`config.mk`:
```
export PLATFORM = sky130hd
export DESIGN_NAME = wrs_target
export DESIGN_NICKNAME = d
export VERILOG_FILES = /design/src/design/wrs_pkg.sv /design/src/design/wrs_target.sv
export SDC_FILE = /design/constraint.sdc
export NUM_CORES = 2
export LEC_CHECK = 0
export BUFFER_PORTS_ARGS = -buffer_cell sky130_fd_sc_hd__buf_2
export CELL_PAD_IN_SITES_DETAIL_PLACEMENT = 1
export CELL_PAD_IN_SITES_GLOBAL_PLACEMENT = 1
export CORE_MARGIN = 5
export CORE_UTILIZATION = 56
export DETAILED_ROUTE_END_ITERATION = 8
export PLACE_DENSITY = 0.87
export SLEW_MARGIN = 25
export SYNTH_ARGS = -nofsm -noshare
export SYNTH_HDL_FRONTEND = slang
export SYNTH_SLANG_ARGS = --single-unit
```
`constraint.sdc`:
```
create_clock -name i_clk -period 21.7 [get_ports i_clk]
set_input_delay 1.085 -clock i_clk [delete_from_list [all_inputs] [get_ports i_clk]]
set_output_delay 1.085 -clock i_clk [all_outputs]
set_load 0.05 [all_outputs]
```
`src/design/wrs_pkg.sv`:
```
// Shared constants, beat types and control types for the weighted roulette selector.
`timescale 1ns / 1ps
`default_nettype none

package wrs_pkg;

    localparam int SLOTS       = 256;
    localparam int SLOT_BITS   = $clog2(SLOTS);
    localparam int WEIGHT_BITS = 32;
    localparam int FRAC_BITS   = 32;
    localparam int TOTAL_BITS  = WEIGHT_BITS + SLOT_BITS;

    localparam logic OP_WRITE  = 1'b0;
    localparam logic OP_SAMPLE = 1'b1;

    localparam logic STAT_DONE  = 1'b0;
    localparam logic STAT_EMPTY = 1'b1;

    typedef struct packed {
        logic        op;
        logic [7:0]  slot_index;
        logic [31:0] weight;
        logic [31:0] random_fraction;
    } t_in_beat;

    typedef struct packed {
        logic [7:0] chosen_slot;
        logic       status;
    } t_out_beat;

    typedef struct packed {
        logic                   wr_en;
        logic [SLOT_BITS-1:0]   wr_addr;
        logic [WEIGHT_BITS-1:0] wr_data;
        logic                   rd_en;
        logic [SLOT_BITS-1:0]   rd_addr;
    } t_ram_req;

    typedef enum logic [2:0] {
        S_IDLE,
        S_WR_UPD,
        S_MUL,
        S_ADD,
        S_SCAN,
        S_DONE
    } t_state;

endpackage

`default_nettype wire

```
`src/design/wrs_target.sv`:
```
// Two-stage target computation: floor(fraction * total / 2^32).
`timescale 1ns / 1ps
`default_nettype none

module wrs_target
    import wrs_pkg::*;
(
    input  wire logic                  i_clk,
    input  wire logic [FRAC_BITS-1:0]  i_frac,
    input  wire logic [TOTAL_BITS-1:0] i_total,
    output logic [TOTAL_BITS-1:0]      o_target
);

    logic [2*FRAC_BITS-1:0]            r_plo;
    logic [TOTAL_BITS-1:0]             r_phi;
    logic [TOTAL_BITS-1:0]             r_target;

    // stage 1: split the total into a low word and the high slot bits, and multiply each by the fraction
    always_ff @(posedge i_clk) begin
        r_plo <= i_frac * i_total[FRAC_BITS-1:0];
        r_phi <= i_frac * i_total[TOTAL_BITS-1:FRAC_BITS];
    end

    // stage 2: result stays below the total, so it fits TOTAL_BITS
    always_ff @(posedge i_clk) begin
        r_target <= r_phi + TOTAL_BITS'(r_plo[2*FRAC_BITS-1:FRAC_BITS]);
    end

    assign o_target = r_target;

endmodule

`default_nettype wire

```
==> results.cfg <==
[clock_network]
htreeDepth = 3
numCtsBuffers = 9
cts_sinks = 112
cts_resized = 0
clockBufferDepth = 2
cts_setup_buffers = 0
clkLatencyLatePin_ns = 0.38
clkSlewWorstSetupHoldPaths_ns = 0.09
cts_hold_buf = 0
ctsRootBufferMaster = clkbuf_16
cts_tree = yes

[min_path]
whs_path_depth = 1
hp-class = reg -> reg

[timing]
fin_skew_ns = 0.0102
setup_violations = 0
fmax_ghz = 0.108
setup_ws_ns = 12.43
tightestPinTransition_ns = 1.20
tns_ns = 0
finalCritPeriodShare_pct = 42.7
drv_slew = 0
fin_crit_ns = 9.27
whs_ns = 0.447
rsz0062_at_grt = no
hold_viol_final = 0
relSlewSlack_pct = 20.3

[detailed_routing]
firstDrtPassIters = 5
wl_met2_mm = 71.5
ant_nets = 0
wirelength_mm = 143
drc_errors = 0
highest_layer = met5
drt_iter0_markers = 2402
wire_per_inst_um = 24.9
viasPerCell = 5.84
wl_met3_mm = 13.2
wl_met1_mm = 51.7
route.vias.total = 33600

[yosys]
postSynthNetCount = 6308
synth_cell_type_count = 73
synth_seq_area_share_pct = 5.08
yosys_warnings = 0
avgSynthCellArea_um2 = 9.17
syn_area_um2 = 44100
syn_inst = 4807
synth_ff_type = dfxtp_1
synth_edf_count = 0
ys_seq_elements = 112
synthArstFlopShare_pct = 0

[floorplanning]
row_count = 103
die_w_um = 291
core_area_um2 = 78500
die_area_um2 = 84500
io-pin-count = 113
start_util_pct = 56.2
die_y_um = 291

[placement]
dpl.hpwl_mm = 112
dp_slack_ns = 12.24
portBuffers = 112
gp_congestion = 0.908

[setup_path]
r2r-start = r_plo[32]
reg2reg_to = o_target[38]
r2r_slack_ns = 18.10
path_max_fanout = 40
cp-startpoint = i_frac[21]
cp.arrival_ns = 9.52
startpoint_type = input pin
endpoint_kind = flip-flop
cp-endpoint = r_plo[61]
crit_required_ns = 21.95
rr_worst_depth = 13
worstSetupPathType = in -> reg

[run_status]
status = finished clean

[global_route]
grt_pass1_wl_mm = 227
grt_pass1_vias = 40800
overflow = 0
grtUsageTotal_pct = 34.3
grt_antenna_before_repair = 8
grt_start_max_net_pins = 41

[final_layout]
num-nets-final = 6191
final_core_util_pct = 57.9
layout-drive-gt1-share_pct = 3.54
fillers = 8933
areaGrowthSynthToFinish_pct = 3.08

[run]
drv_cap = 0
cells in the mapped netlist (20+ instances only):
cell type | n | share of area [%]
clkbuf_1 | 258 | 2.2
nand2_1 | 627 | 5.3
nand4_1 | 20 | 0.28
a21o_1 | 67 | 1.1
dfxtp_1 | 112 | 5.1
and2_1 | 727 | 10
nand3_1 | 21 | 0.24
fa_1 | 1076 | 49
xor2_1 | 36 | 0.72
nor2_1 | 55 | 0.47
o21a_1 | 20 | 0.34
inv_1 | 1028 | 8.8
ha_1 | 352 | 10
o21ai_0 | 33 | 0.37
a21oi_1 | 105 | 1.2
xnor2_1 | 66 | 1.3
kinds of logic (layout without fill, tap and decap cells):
family          Yosys count  in the layout  synth area share (%)
simple gates           1537           1537                  17.9
fa+ha+maj              1428           1428                  58.8
buf+inv                1286           1174                  10.9
compound gates          340            340                  5.15
flops                   112            112                  5.08
xor+xnor                102            102                  2.03
mux                       2              2                0.0482
other cells               0              5                     0
cells in the final DEF, fill, tap and decap left out, types with 9 or more instances in the layout:
master / Yosys / final
dfxtp_1: 112 / 112
nor2b_1: 18 / 18
o21bai_1: 13 / 13
ha_1: 352 / 352
and2_1: 727 / 727
o21a_1: 20 / 20
nor2_1: 55 / 55
a211oi_1: 9 / 9
and3_1: 16 / 16
xnor2_1: 66 / 66
o21ai_1: 17 / 17
a31oi_1: 9 / 9
clkbuf_16: 0 / 9
nand4_1: 20 / 20
a21o_1: 67 / 67
nand3_1: 21 / 21
nor3_1: 18 / 18
a21oi_1: 105 / 105
inv_1: 1028 / 1028
fa_1: 1076 / 1076
xor2_1: 36 / 36
nand2_1: 627 / 627
o21ai_0: 33 / 33
buf_2: 0 / 109
buf_4: 0 / 21
sequential cells by signal, summed over array words and instances, names as in the netlist:
register,cells
o_target,40
r_phi,40
r_plo,32
worst max-delay path, stage by stage:
cell and delay (ns):
buf_2 0.74, nand2_1 0.25, fa_1 0.59, fa_1 0.57
fa_1 0.54, fa_1 0.54, inv_1 0.07, fa_1 0.45
fa_1 0.45, fa_1 0.53, inv_1 0.06, fa_1 0.36
inv_1 0.07, ha_1 0.34, a211oi_1 0.27, o21ai_0 0.15
o32ai_1 0.50, o22ai_1 0.19, a311oi_1 0.82, nor3_2 0.16
a211oi_2 0.39, o21a_1 0.24, o311ai_1 0.12
area by class of cell:
class                   instances  area (um^2)  area share (%)
flip-flops and latches        112         2240            4.93
inverters                    1028         3860            8.49
clock inverters                 7         73.8           0.162
repair buffers                130          703            1.55
diodes                          5         12.5          0.0275
clock buffers                   9          225           0.495
multi-input cells            3409        37000            81.5
well taps                    1050         1310            2.89
worst min path at each step:
stage	startpoint	endpoint	slack, ns
CTS	r_phi[39]	o_target[39]	0.45
floorplan	r_phi[39]	o_target[39]	0.41
detailed placement	r_phi[39]	o_target[39]	0.43
finish	r_phi[39]	o_target[39]	0.45
global route	r_phi[39]	o_target[39]	0.46
global placement	r_phi[39]	o_target[39]	0.43
routing by layer:
| layer | vias to the layer above | global-route usage, % |
|---|---|---|
| met5 | - | 0 |
| met4 | 4 | 14.6 |
| met3 | 518 | 8.07 |
| met2 | 1722 | 59.2 |
| met1 | 17500 | 41.5 |
| li1 | 13900 | - |
per-stage QoR:
step | cell area, um^2 | cells
floorplan | 44100 | 4807
global placement | 45100 | 5729
detailed placement | 45100 | 5729
CTS | 45400 | 5745
global route | 45400 | 5748
finish | 45500 | 5750
Power is not shown: default switching activity piles up to over one toggle a cycle in this logic, so the estimate is an artifact.
